<file path="config.mk">
export PLATFORM = sky130hd
export DESIGN_NAME = address_region_table
export DESIGN_NICKNAME = d
export VERILOG_FILES = /design/src/hw/rtl/art_pkg.sv /design/src/hw/rtl/art_ram.sv /design/src/hw/rtl/art_front.sv /design/src/hw/rtl/art_queue.sv /design/src/hw/rtl/art_back.sv /design/src/hw/rtl/address_region_table.sv
export SDC_FILE = /design/constraint.sdc
export NUM_CORES = 2
export LEC_CHECK = 0
export BUFFER_PORTS_ARGS = -buffer_cell sky130_fd_sc_hd__buf_2
export CAP_MARGIN = 10
export CORE_MARGIN = 2
export CORE_UTILIZATION = 60
export DETAILED_ROUTE_END_ITERATION = 12
export HOLD_SLACK_MARGIN = 0.03
export PLACE_DENSITY_LB_ADDON = 0.05
export REMOVE_ABC_BUFFERS = 1
export SLEW_MARGIN = 20
export SYNTH_ARGS = -nofsm -noshare
export SYNTH_HDL_FRONTEND = slang
export SYNTH_SLANG_ARGS = --single-unit
</file>
<file path="constraint.sdc">
create_clock -name aclk -period 30.8 [get_ports aclk]
set_clock_uncertainty 0.15 [all_clocks]
set_input_delay 1.54 -clock aclk [delete_from_list [all_inputs] [get_ports aclk]]
set_output_delay 1.54 -clock aclk [all_outputs]
set_load 0.03 [all_outputs]
</file>
<file path="src/hw/rtl/art_pkg.sv">
package art_pkg;

    localparam int PAGE_BYTES  = 4096;
    localparam int PAGE_BITS   = $clog2(PAGE_BYTES);
    localparam int MAX_REGIONS = 16;
    localparam int IDX_W       = (MAX_REGIONS > 1) ? $clog2(MAX_REGIONS) : 1;
    localparam int CNT_W       = $clog2(MAX_REGIONS + 1);
    localparam int QUEUE_DEPTH = 2;
    localparam int QPTR_W      = (QUEUE_DEPTH > 1) ? $clog2(QUEUE_DEPTH) : 1;
    localparam int QCNT_W      = $clog2(QUEUE_DEPTH + 1);

    localparam int S_FIELDS_W = 64 + 64 + 64 + 2 + 32 + 64;
    localparam int S_TDATA_W  = ((S_FIELDS_W + 7) / 8) * 8;
    localparam int M_FIELDS_W = 2 + 1 + 4 + 32 + 32 + 33 + 2 + 32;
    localparam int M_TDATA_W  = ((M_FIELDS_W + 7) / 8) * 8;

    localparam logic [32:0] SPACE_TOP = 33'h1_0000_0000;

    localparam logic CMD_ADD  = 1'b0;
    localparam logic CMD_FIND = 1'b1;

    localparam logic [1:0] KIND_RAM     = 2'd0;
    localparam logic [1:0] KIND_GUARD   = 2'd1;
    localparam logic [1:0] KIND_MMIO    = 2'd2;
    localparam logic [1:0] KIND_INVALID = 2'd3;

    localparam logic [1:0] STATUS_OK      = 2'd0;
    localparam logic [1:0] STATUS_INVALID = 2'd1;
    localparam logic [1:0] STATUS_FULL    = 2'd2;
    localparam logic [1:0] STATUS_OVERLAP = 2'd3;

    typedef enum logic {
        ST_IDLE,
        ST_SCAN
    } art_state_t;

    typedef struct packed {
        logic        is_find;
        logic        bad;
        logic [31:0] base;
        logic [31:0] phys;
        logic [32:0] len;
        logic [32:0] n_end;
        logic [1:0]  kind;
        logic [31:0] attrs;
        logic [31:0] addr;
        logic        addr_high;
    } art_cmd_t;

    typedef struct packed {
        logic [31:0] attrs;
        logic [1:0]  kind;
        logic [32:0] len;
        logic [31:0] phys;
        logic [31:0] base;
    } art_entry_t;

    typedef struct packed {
        logic [31:0] hit_attrs;
        logic [1:0]  hit_kind;
        logic [32:0] hit_length;
        logic [31:0] hit_phys;
        logic [31:0] hit_base;
        logic [3:0]  hit_index;
        logic        hit;
        logic [1:0]  status;
    } art_result_t;

endpackage

</file>
<file path="src/hw/rtl/art_ram.sv">
module art_ram #(
    parameter int WIDTH = 8,
    parameter int DEPTH = 16
) (
    input  logic                                           aclk,
    input  logic                                           we,
    input  logic [((DEPTH > 1) ? $clog2(DEPTH) : 1)-1:0]   waddr,
    input  logic [WIDTH-1:0]                               wdata,
    input  logic                                           re,
    input  logic [((DEPTH > 1) ? $clog2(DEPTH) : 1)-1:0]   raddr,
    output logic [WIDTH-1:0]                               rdata
);

    logic [WIDTH-1:0] mem_reg [DEPTH];
    logic [WIDTH-1:0] rdata_reg;

    always_ff @(posedge aclk) begin
        if (we) begin
            mem_reg[waddr] <= wdata;
        end
        if (re) begin
            rdata_reg <= mem_reg[raddr];
        end
    end

    assign rdata = rdata_reg;

endmodule

</file>
<file path="src/hw/rtl/art_front.sv">
module art_front (
    input  logic                           aresetn,
    input  logic                           s_tvalid,
    output logic                           s_tready,
    input  logic [art_pkg::S_TDATA_W-1:0]  s_tdata,
    input  logic                           s_tuser,
    input  logic                           q_full,
    output logic                           q_push,
    output art_pkg::art_cmd_t              q_data
);

    logic [63:0] base;
    logic [63:0] phys;
    logic [63:0] len;
    logic [1:0]  kind;
    logic [31:0] attrs;
    logic [63:0] addr;
    logic [32:0] n_end;
    logic [32:0] p_end;
    logic        len_ok;
    logic        base_ok;
    logic        ram_ok;
    logic        kind_ok;

    assign base  = s_tdata[63:0];
    assign phys  = s_tdata[127:64];
    assign len   = s_tdata[191:128];
    assign kind  = s_tdata[193:192];
    assign attrs = s_tdata[225:194];
    assign addr  = s_tdata[289:226];

    // Both bases are below 4 GiB and the length at most 4 GiB when these sums matter,
    // so 33 bits never wrap.
    assign n_end = {1'b0, base[31:0]} + len[32:0];
    assign p_end = {1'b0, phys[31:0]} + len[32:0];

    assign len_ok = (len != 64'd0) && (len[art_pkg::PAGE_BITS-1:0] == '0)
                 && (len[63:33] == '0) && (!len[32] || (len[31:0] == 32'd0));
    assign base_ok = (base[art_pkg::PAGE_BITS-1:0] == '0) && (base[63:32] == 32'd0)
                  && (n_end <= art_pkg::SPACE_TOP);
    assign ram_ok = (kind != art_pkg::KIND_RAM)
                 || ((phys[art_pkg::PAGE_BITS-1:0] == '0) && (phys[63:32] == 32'd0)
                     && (p_end <= art_pkg::SPACE_TOP));
    assign kind_ok = (kind != art_pkg::KIND_INVALID);

    always_comb begin
        q_data.is_find   = (s_tuser == art_pkg::CMD_FIND);
        q_data.bad       = !(len_ok && base_ok && ram_ok && kind_ok);
        q_data.base      = base[31:0];
        q_data.phys      = phys[31:0];
        q_data.len       = len[32:0];
        q_data.n_end     = n_end;
        q_data.kind      = kind;
        q_data.attrs     = attrs;
        q_data.addr      = addr[31:0];
        q_data.addr_high = (addr[63:32] != 32'd0);
    end

    assign s_tready = aresetn && !q_full;
    assign q_push   = s_tvalid && s_tready;

endmodule

</file>
<file path="src/hw/rtl/art_queue.sv">
module art_queue (
    input  logic                 aclk,
    input  logic                 aresetn,
    input  logic                 push,
    input  art_pkg::art_cmd_t    push_data,
    output logic                 full,
    input  logic                 pop,
    output logic                 valid,
    output art_pkg::art_cmd_t    pop_data
);

    art_pkg::art_cmd_t               slot_reg [art_pkg::QUEUE_DEPTH];
    logic [art_pkg::QPTR_W-1:0]      wr_ptr_reg;
    logic [art_pkg::QPTR_W-1:0]      wr_ptr_next;
    logic [art_pkg::QPTR_W-1:0]      rd_ptr_reg;
    logic [art_pkg::QPTR_W-1:0]      rd_ptr_next;
    logic [art_pkg::QCNT_W-1:0]      fill_reg;
    logic [art_pkg::QCNT_W-1:0]      fill_next;

    assign full     = (fill_reg == art_pkg::QCNT_W'(art_pkg::QUEUE_DEPTH));
    assign valid    = (fill_reg != '0);
    assign pop_data = slot_reg[rd_ptr_reg];

    always_comb begin
        wr_ptr_next = wr_ptr_reg;
        rd_ptr_next = rd_ptr_reg;
        fill_next   = fill_reg;
        if (push) begin
            wr_ptr_next = (wr_ptr_reg == art_pkg::QPTR_W'(art_pkg::QUEUE_DEPTH - 1))
                        ? '0 : wr_ptr_reg + 1'b1;
        end
        if (pop) begin
            rd_ptr_next = (rd_ptr_reg == art_pkg::QPTR_W'(art_pkg::QUEUE_DEPTH - 1))
                        ? '0 : rd_ptr_reg + 1'b1;
        end
        if (push && !pop) begin
            fill_next = fill_reg + 1'b1;
        end else if (pop && !push) begin
            fill_next = fill_reg - 1'b1;
        end
    end

    always_ff @(posedge aclk) begin
        if (!aresetn) begin
            wr_ptr_reg <= '0;
            rd_ptr_reg <= '0;
            fill_reg   <= '0;
        end else begin
            wr_ptr_reg <= wr_ptr_next;
            rd_ptr_reg <= rd_ptr_next;
            fill_reg   <= fill_next;
        end
    end

    always_ff @(posedge aclk) begin
        if (push) begin
            slot_reg[wr_ptr_reg] <= push_data;
        end
    end

endmodule

</file>
<file path="src/hw/rtl/art_back.sv">
module art_back (
    input  logic                           aclk,
    input  logic                           aresetn,
    input  logic                           q_valid,
    input  art_pkg::art_cmd_t              q_data,
    output logic                           q_pop,
    output logic                           m_tvalid,
    input  logic                           m_tready,
    output logic [art_pkg::M_TDATA_W-1:0]  m_tdata
);

    art_pkg::art_state_t          state_reg;
    art_pkg::art_state_t          state_next;
    art_pkg::art_cmd_t            cur_reg;
    art_pkg::art_cmd_t            cur_next;
    logic [art_pkg::CNT_W-1:0]    count_reg;
    logic [art_pkg::CNT_W-1:0]    count_next;
    logic [art_pkg::CNT_W-1:0]    idx_reg;
    logic [art_pkg::CNT_W-1:0]    idx_next;
    logic                         chk_valid_reg;
    logic                         chk_valid_next;
    logic [art_pkg::IDX_W-1:0]    chk_idx_reg;
    logic [art_pkg::IDX_W-1:0]    chk_idx_next;
    logic                         out_valid_reg;
    logic                         out_valid_next;
    art_pkg::art_result_t         out_reg;
    art_pkg::art_result_t         out_next;

    logic                         slot_free;
    logic                         ram_we;
    logic [art_pkg::IDX_W-1:0]    ram_waddr;
    art_pkg::art_entry_t          ram_wdata;
    logic                         ram_re;
    logic [$bits(art_pkg::art_entry_t)-1:0] ram_rdata;
    art_pkg::art_entry_t          ent;
    logic [32:0]                  e_end;
    logic                         match;
    logic                         last;
    logic                         table_full;
    logic                         finish;

    art_ram #(
        .WIDTH ($bits(art_pkg::art_entry_t)),
        .DEPTH (art_pkg::MAX_REGIONS)
    ) u_table (
        .aclk  (aclk),
        .we    (ram_we),
        .waddr (ram_waddr),
        .wdata (ram_wdata),
        .re    (ram_re),
        .raddr (idx_reg[art_pkg::IDX_W-1:0]),
        .rdata (ram_rdata)
    );

    assign ent   = art_pkg::art_entry_t'(ram_rdata);
    assign e_end = {1'b0, ent.base} + ent.len;

    // A find hit needs e_base <= addr < e_end; an add conflicts when the two spans intersect.
    assign match = cur_reg.is_find
                 ? (!cur_reg.addr_high && (cur_reg.addr >= ent.base)
                    && ({1'b0, cur_reg.addr} < e_end))
                 : (({1'b0, ent.base} < cur_reg.n_end) && ({1'b0, cur_reg.base} < e_end));
    assign last       = ((art_pkg::CNT_W'(chk_idx_reg) + art_pkg::CNT_W'(1)) == count_reg);
    assign table_full = (count_reg >= art_pkg::CNT_W'(art_pkg::MAX_REGIONS));
    assign slot_free  = !out_valid_reg || m_tready;
    assign q_pop      = (state_reg == art_pkg::ST_IDLE) && q_valid && slot_free;
    assign ram_re     = (state_reg == art_pkg::ST_SCAN) && (idx_reg < count_reg);
    assign finish     = (state_reg == art_pkg::ST_SCAN) && chk_valid_reg
                     && (match || last);

    always_comb begin
        state_next = state_reg;
        unique case (state_reg)
            art_pkg::ST_IDLE: begin
                if (q_pop && (count_reg != '0)
                    && (q_data.is_find || (!q_data.bad && !table_full))) begin
                    state_next = art_pkg::ST_SCAN;
                end
            end
            art_pkg::ST_SCAN: begin
                if (finish) begin
                    state_next = art_pkg::ST_IDLE;
                end
            end
            default: begin
                state_next = art_pkg::ST_IDLE;
            end
        endcase
    end

    always_comb begin
        cur_next       = cur_reg;
        count_next     = count_reg;
        idx_next       = idx_reg;
        chk_valid_next = 1'b0;
        chk_idx_next   = chk_idx_reg;
        out_valid_next = out_valid_reg && !m_tready;
        out_next       = out_reg;
        ram_we         = 1'b0;
        ram_waddr      = count_reg[art_pkg::IDX_W-1:0];
        ram_wdata.base  = q_data.base;
        ram_wdata.phys  = q_data.phys;
        ram_wdata.len   = q_data.len;
        ram_wdata.kind  = q_data.kind;
        ram_wdata.attrs = q_data.attrs;
        unique case (state_reg)
            art_pkg::ST_IDLE: begin
                if (q_pop) begin
                    cur_next = q_data;
                    idx_next = '0;
                    out_next = '0;
                    if (!q_data.is_find) begin
                        priority if (q_data.bad) begin
                            out_valid_next = 1'b1;
                            out_next.status = art_pkg::STATUS_INVALID;
                        end else if (table_full) begin
                            out_valid_next = 1'b1;
                            out_next.status = art_pkg::STATUS_FULL;
                        end else if (count_reg == '0) begin
                            out_valid_next = 1'b1;
                            out_next.status = art_pkg::STATUS_OK;
                            ram_we = 1'b1;
                            count_next = count_reg + 1'b1;
                        end else begin
                            out_valid_next = out_valid_reg && !m_tready;
                        end
                    end else if (count_reg == '0) begin
                        out_valid_next = 1'b1;
                    end
                end
            end
            art_pkg::ST_SCAN: begin
                ram_wdata.base  = cur_reg.base;
                ram_wdata.phys  = cur_reg.phys;
                ram_wdata.len   = cur_reg.len;
                ram_wdata.kind  = cur_reg.kind;
                ram_wdata.attrs = cur_reg.attrs;
                if (ram_re) begin
                    idx_next       = idx_reg + 1'b1;
                    chk_valid_next = 1'b1;
                    chk_idx_next   = idx_reg[art_pkg::IDX_W-1:0];
                end
                if (finish) begin
                    chk_valid_next = 1'b0;
                    out_valid_next = 1'b1;
                    out_next       = '0;
                    if (match) begin
                        if (cur_reg.is_find) begin
                            out_next.hit        = 1'b1;
                            out_next.hit_index  = 4'(chk_idx_reg);
                            out_next.hit_base   = ent.base;
                            out_next.hit_phys   = ent.phys;
                            out_next.hit_length = ent.len;
                            out_next.hit_kind   = ent.kind;
                            out_next.hit_attrs  = ent.attrs;
                        end else begin
                            out_next.status = art_pkg::STATUS_OVERLAP;
                        end
                    end else if (!cur_reg.is_find) begin
                        out_next.status = art_pkg::STATUS_OK;
                        ram_we     = 1'b1;
                        count_next = count_reg + 1'b1;
                    end
                end
            end
            default: begin
                out_next = out_reg;
            end
        endcase
    end

    always_ff @(posedge aclk) begin
        if (!aresetn) begin
            state_reg     <= art_pkg::ST_IDLE;
            count_reg     <= '0;
            idx_reg       <= '0;
            chk_valid_reg <= 1'b0;
            out_valid_reg <= 1'b0;
        end else begin
            state_reg     <= state_next;
            count_reg     <= count_next;
            idx_reg       <= idx_next;
            chk_valid_reg <= chk_valid_next;
            out_valid_reg <= out_valid_next;
        end
    end

    always_ff @(posedge aclk) begin
        cur_reg     <= cur_next;
        chk_idx_reg <= chk_idx_next;
        out_reg     <= out_next;
    end

    assign m_tvalid = out_valid_reg;
    assign m_tdata  = {{(art_pkg::M_TDATA_W - art_pkg::M_FIELDS_W){1'b0}}, out_reg};

    assert property (@(posedge aclk) disable iff (!aresetn)
        count_reg <= art_pkg::CNT_W'(art_pkg::MAX_REGIONS))
        else $error("Entry count exceeds the table size.");

    assert property (@(posedge aclk) disable iff (!aresetn)
        ram_we |-> !table_full)
        else $error("Table write while the table is full.");

    assert property (@(posedge aclk) disable iff (!aresetn)
        chk_valid_reg |-> (art_pkg::CNT_W'(chk_idx_reg) < count_reg))
        else $error("Scan checks an entry at or above the count.");

    assert property (@(posedge aclk) disable iff (!aresetn)
        (finish || q_pop) |-> slot_free)
        else $error("Result loaded while the output register still holds an item.");

    assert property (@(posedge aclk) disable iff (!aresetn)
        ram_we |=> (count_reg == $past(count_reg) + 1'b1))
        else $error("Table write without a count increment.");

endmodule

</file>
<file path="src/hw/rtl/address_region_table.sv">
// Guest address region table with an overlap check.
// The slave channel takes one command item per handshake: s_tuser selects add (0) or
// find (1), and s_tdata carries the candidate region and the lookup address.
// The master channel returns exactly one result item per command: a status, and for
// a find the first stored region that contains the address, or a miss.
// Commands pass through a two-item queue into a scan engine. An add that is invalid,
// hits a full table, or meets an empty table, and a find on an empty table, return
// their result without a scan. Any other command scans the stored regions in index
// order, one entry per cycle through the table RAM read port, and returns once it
// finds a match or has examined the last entry. The scan engine takes the next
// command from the queue only when it is idle and the output register is free.
// A result waits in an output register; while it is stalled the queue keeps
// accepting items until it is full, then s_tready drops.
// Reset empties the table and the queue and drops any pending result.
module address_region_table (
    input  logic                           aclk,
    input  logic                           aresetn,
    input  logic                           s_tvalid,
    output logic                           s_tready,
    // base_address[63:0], phys_address[127:64], region_length[191:128],
    // region_kind[193:192], region_attrs[225:194], lookup_address[289:226], zero pad.
    input  logic [art_pkg::S_TDATA_W-1:0]  s_tdata,
    // command.
    input  logic                           s_tuser,
    output logic                           m_tvalid,
    input  logic                           m_tready,
    // status[1:0], hit[2], hit_index[6:3], hit_base[38:7], hit_phys[70:39],
    // hit_length[103:71], hit_kind[105:104], hit_attrs[137:106], zero pad.
    output logic [art_pkg::M_TDATA_W-1:0]  m_tdata
);

    logic               q_full;
    logic               q_push;
    art_pkg::art_cmd_t  q_in;
    logic               q_pop;
    logic               q_valid;
    art_pkg::art_cmd_t  q_out;

    art_front u_front (
        .aresetn  (aresetn),
        .s_tvalid (s_tvalid),
        .s_tready (s_tready),
        .s_tdata  (s_tdata),
        .s_tuser  (s_tuser),
        .q_full   (q_full),
        .q_push   (q_push),
        .q_data   (q_in)
    );

    art_queue u_queue (
        .aclk      (aclk),
        .aresetn   (aresetn),
        .push      (q_push),
        .push_data (q_in),
        .full      (q_full),
        .pop       (q_pop),
        .valid     (q_valid),
        .pop_data  (q_out)
    );

    art_back u_back (
        .aclk     (aclk),
        .aresetn  (aresetn),
        .q_valid  (q_valid),
        .q_data   (q_out),
        .q_pop    (q_pop),
        .m_tvalid (m_tvalid),
        .m_tready (m_tready),
        .m_tdata  (m_tdata)
    );

endmodule

</file>
==> results.py <==
metrics = {
    "route": {
        "post-route-drc-count": 0,
        "dr.pass1.iters": 6,
        "num_vias": 59100,
        "drtIter0Drc": 6942,
        "ant_nets": 0,
        "wire_per_inst_um": 32.5,
        "routed_via_density": 6.51,
        "wl_um": 295000,
    },
    "global_route": {
        "grt_pass1_wl_um": 422000,
        "antenna_found_initial": 31,
        "grt_pass1_vias": 59200,
        "track_usage": 0.294,
        "grt_max_degree": 149,
        "globalRouteOverflowTotal": 0,
    },
    "floorplan": {
        "floorplan.rows": 163,
        "die_h_um": 449,
        "dieArea_sq_um": 201000,
        "start_util": 0.603,
        "ios": 447,
        "die-width_um": 449,
        "coreArea_sq_um": 197000,
    },
    "power_and_ir_drop": {
        "powerDensity_nw_per_um2": 73.0,
        "power.leakage_nw": 43.8,
        "peakVddDrop_v": 0.0000891,
        "total_power_w": 0.00978,
    },
    "placed_design": {
        "gp_congestion": 0.888,
        "io_buffers": 434,
        "place_hpwl_um": 162000,
        "dp_cells": 8551,
    },
    "synth": {
        "async_flop_share": 0,
        "yosys_warnings": 0,
        "synth_cell_types": 78,
        "synth_most_common_cell": "edfxtp_1",
        "synthTopCellsByArea": "edfxtp_1 75%, mux4_2 12%, mux2_2 3.1%, ha_1 2.4%, and3_1 0.75%",
        "synth_compound_area_frac": 0.0239,
        "synthAdderAreaFrac": 0.0245,
        "synthXorXnorAreaFrac": 0.00627,
        "synth_top_area_frac": 0.750,
        "muxShareOfSynthArea": 0.156,
        "synthTopCellsByCount": "2965 x edfxtp_1, 655 x mux4_2, 330 x mux2_2",
        "avgSynthCellArea_sq_um": 21.2,
        "synthCells": 5612,
        "yosysTopAreaCell": "edfxtp_1",
        "yosys.area_share.simple": 0.0253,
        "synth-edff-count": 2965,
        "ys_seq_area_frac": 0.753,
        "synth_area_sq_um": 119000,
        "synth_top_family_by_area": "multiplexers",
        "synth-seq-cells": 2983,
        "ys.flop_type": "edfxtp_1",
    },
    "worst_setup_path": {
        "crit_required_ps": 31180,
        "crit_type": "reg2reg",
        "worst_setup_path_end_kind": "register",
        "critical_path.startpoint": "u_back.u_table.rdata[0]",
        "cp.arrival_ps": 10720,
        "rr_worst_depth": 26,
        "slowest_stage": "buf_4",
        "critPathLaunchType": "register",
        "cpPeakStageDelay_ps": 830,
        "r2r_start": "u_back.u_table.rdata[0]",
        "cp_max_fo": 43,
    },
    "finish": {
        "areaGrowthSynthToFinish_pct": 12.9,
        "nFillCells": 12600,
        "fin_nets": 6756,
        "ff_latch_area_sq_um": 89400,
        "fin_util": 0.680,
        "multiInputGateArea_sq_um": 28200,
        "largest_register_ffs": 2096,
        "drive_gt1_frac": 0.305,
        "finalNonFillerCells": 9089,
    },
    "sta": {
        "max_freq_mhz": 96.7,
        "setup_tns_ps": 0,
        "setup_viol": 0,
        "tightestPinTransition_ps": 1140,
        "slew-limit-headroom": 0.234,
        "post-route-min-period_ps": 10340,
        "finalCritPeriodShare": 0.336,
        "slew_viol_final": 0,
        "hold_violations": 0,
        "grt_setup_unrepaired": "no",
        "hold_ws_ps": 367,
    },
    "clock_network": {
        "clkSinkCount": 2983,
        "cts_resized": 0,
        "cts_setup_buffers": 0,
        "h-tree-depth": 5,
        "clk_latency_ps": 940,
        "cts_tree": "built",
        "cts.hold.buffers_added": 0,
        "cts_made_buffers": 311,
        "cts.clk_slew.worst_paths_ps": 60,
        "clockRootBuffer": "clkbuf_16",
        "ctsLongestPathBuffers": 4,
    },
    "hold_path": {
        "hold-path-cell-count": 2,
        "min_from": "u_queue.fill_reg[1]",
        "hold_path.class": "reg2reg",
    },
    "flow_run": {
        "cap_violations": 0,
    },
    "run_status": {
        "status": "finished clean",
    },
}
==> cell usage in the layout (no fill, tap or decap), types with 12 or more instances in the layout <==
cell       instances
nor4_1            53
a21o_1            83
bufinv_16         25
clkinv_2          51
o21a_1            18
ha_1             228
nor2_4            13
a31oi_1           12
nand2b_1          15
a21oi_1          105
clkinv_1          69
nor2b_1           14
xor2_1            37
nand3_1           43
edfxtp_1        2965
a211oi_1          19
nor3_1            33
dfxtp_1           12
nand4_1           35
inv_1            105
clkbuf_16        321
nand2_1           76
and2_1            14
buf_12            17
buf_2            434
mux4_2           655
and3_1           142
xnor2_1           48
clkbuf_1          56
o21bai_1          17
o21ai_0           71
buf_4             76
nor2_1            77
mux2_2           330
==> layout make-up <==
class,instances,share of cell area
repair buffers,527,0.0230
clock buffers,378,0.0616
diodes,2,0.0000373
flip-flops and latches,2983,0.667
multi-input cells,2296,0.211
clock inverters,158,0.0102
well taps,2640,0.0246
inverters,105,0.00294
==> worst paths after layout <==
check | end | slack [ps]
setup / recovery | u_back.u_table.mem_reg[6][122] | 20460
hold / removal | u_queue.fill_reg[1] | 370
setup reg to reg | u_back.u_table.mem_reg[6][122] | 20460
hold reg to reg | u_queue.fill_reg[1] | 370
==> critical path, delay by kind of cell (launching register included) <==
| family | cells | cell delay (ps) |
|---|---|---|
| AO/OA/AOI/OAI | 10 | 2920 |
| AND/OR/NAND/NOR | 9 | 2720 |
| buffers and inverters | 3 | 2270 |
| adder cells (fa/ha/maj) | 3 | 910 |
| flip-flops | 1 | 440 |
| XOR/XNOR | 1 | 280 |
==> routing by layer <==
metal  track usage  vias to the layer above  wire length (um)
met4        0.0780                       18              7760
met1         0.418                    31400            119000
met3        0.0448                      465             20600
li1              -                    24700                 -
met5             0                        -               121
met2         0.484                     2574            148000
==> power by group <==
group / total [W] / internal, W / switching (W)
logic: 0.00112 / 0.000306 / 0.000814
registers: 0.00507 / 0.00498 / 0.0000908
clock network: 0.00359 / 0.00211 / 0.00149
total: 0.00978 / 0.00739 / 0.00239
==> metrics by stage <==
| stage | instance area (sq um) | setup WS [ps] |
|---|---|---|
| after global placement | 124000 | 20520 |
| after CTS | 134000 | 20520 |
| after floorplan | 118000 | 6260 |
| final | 134000 | 20460 |
| after detailed placement | 124000 | 20620 |
| after global routing | 134000 | 19850 |
==> logic make-up (layout without fill, tap and decap cells) <==
| logic type | after synthesis | after routing |
|---|---|---|
| flip-flops | 2983 | 2983 |
| multiplexers | 992 | 992 |
| AND/OR/NAND/NOR | 555 | 555 |
| AO/OA/AOI/OAI | 427 | 427 |
| buffers and inverters | 338 | 1168 |
| adder cells (fa/ha/maj) | 231 | 231 |
| XOR/XNOR | 85 | 85 |
| other | 1 | 8 |
No activity file was read; power rests on OpenSTA's default activity.
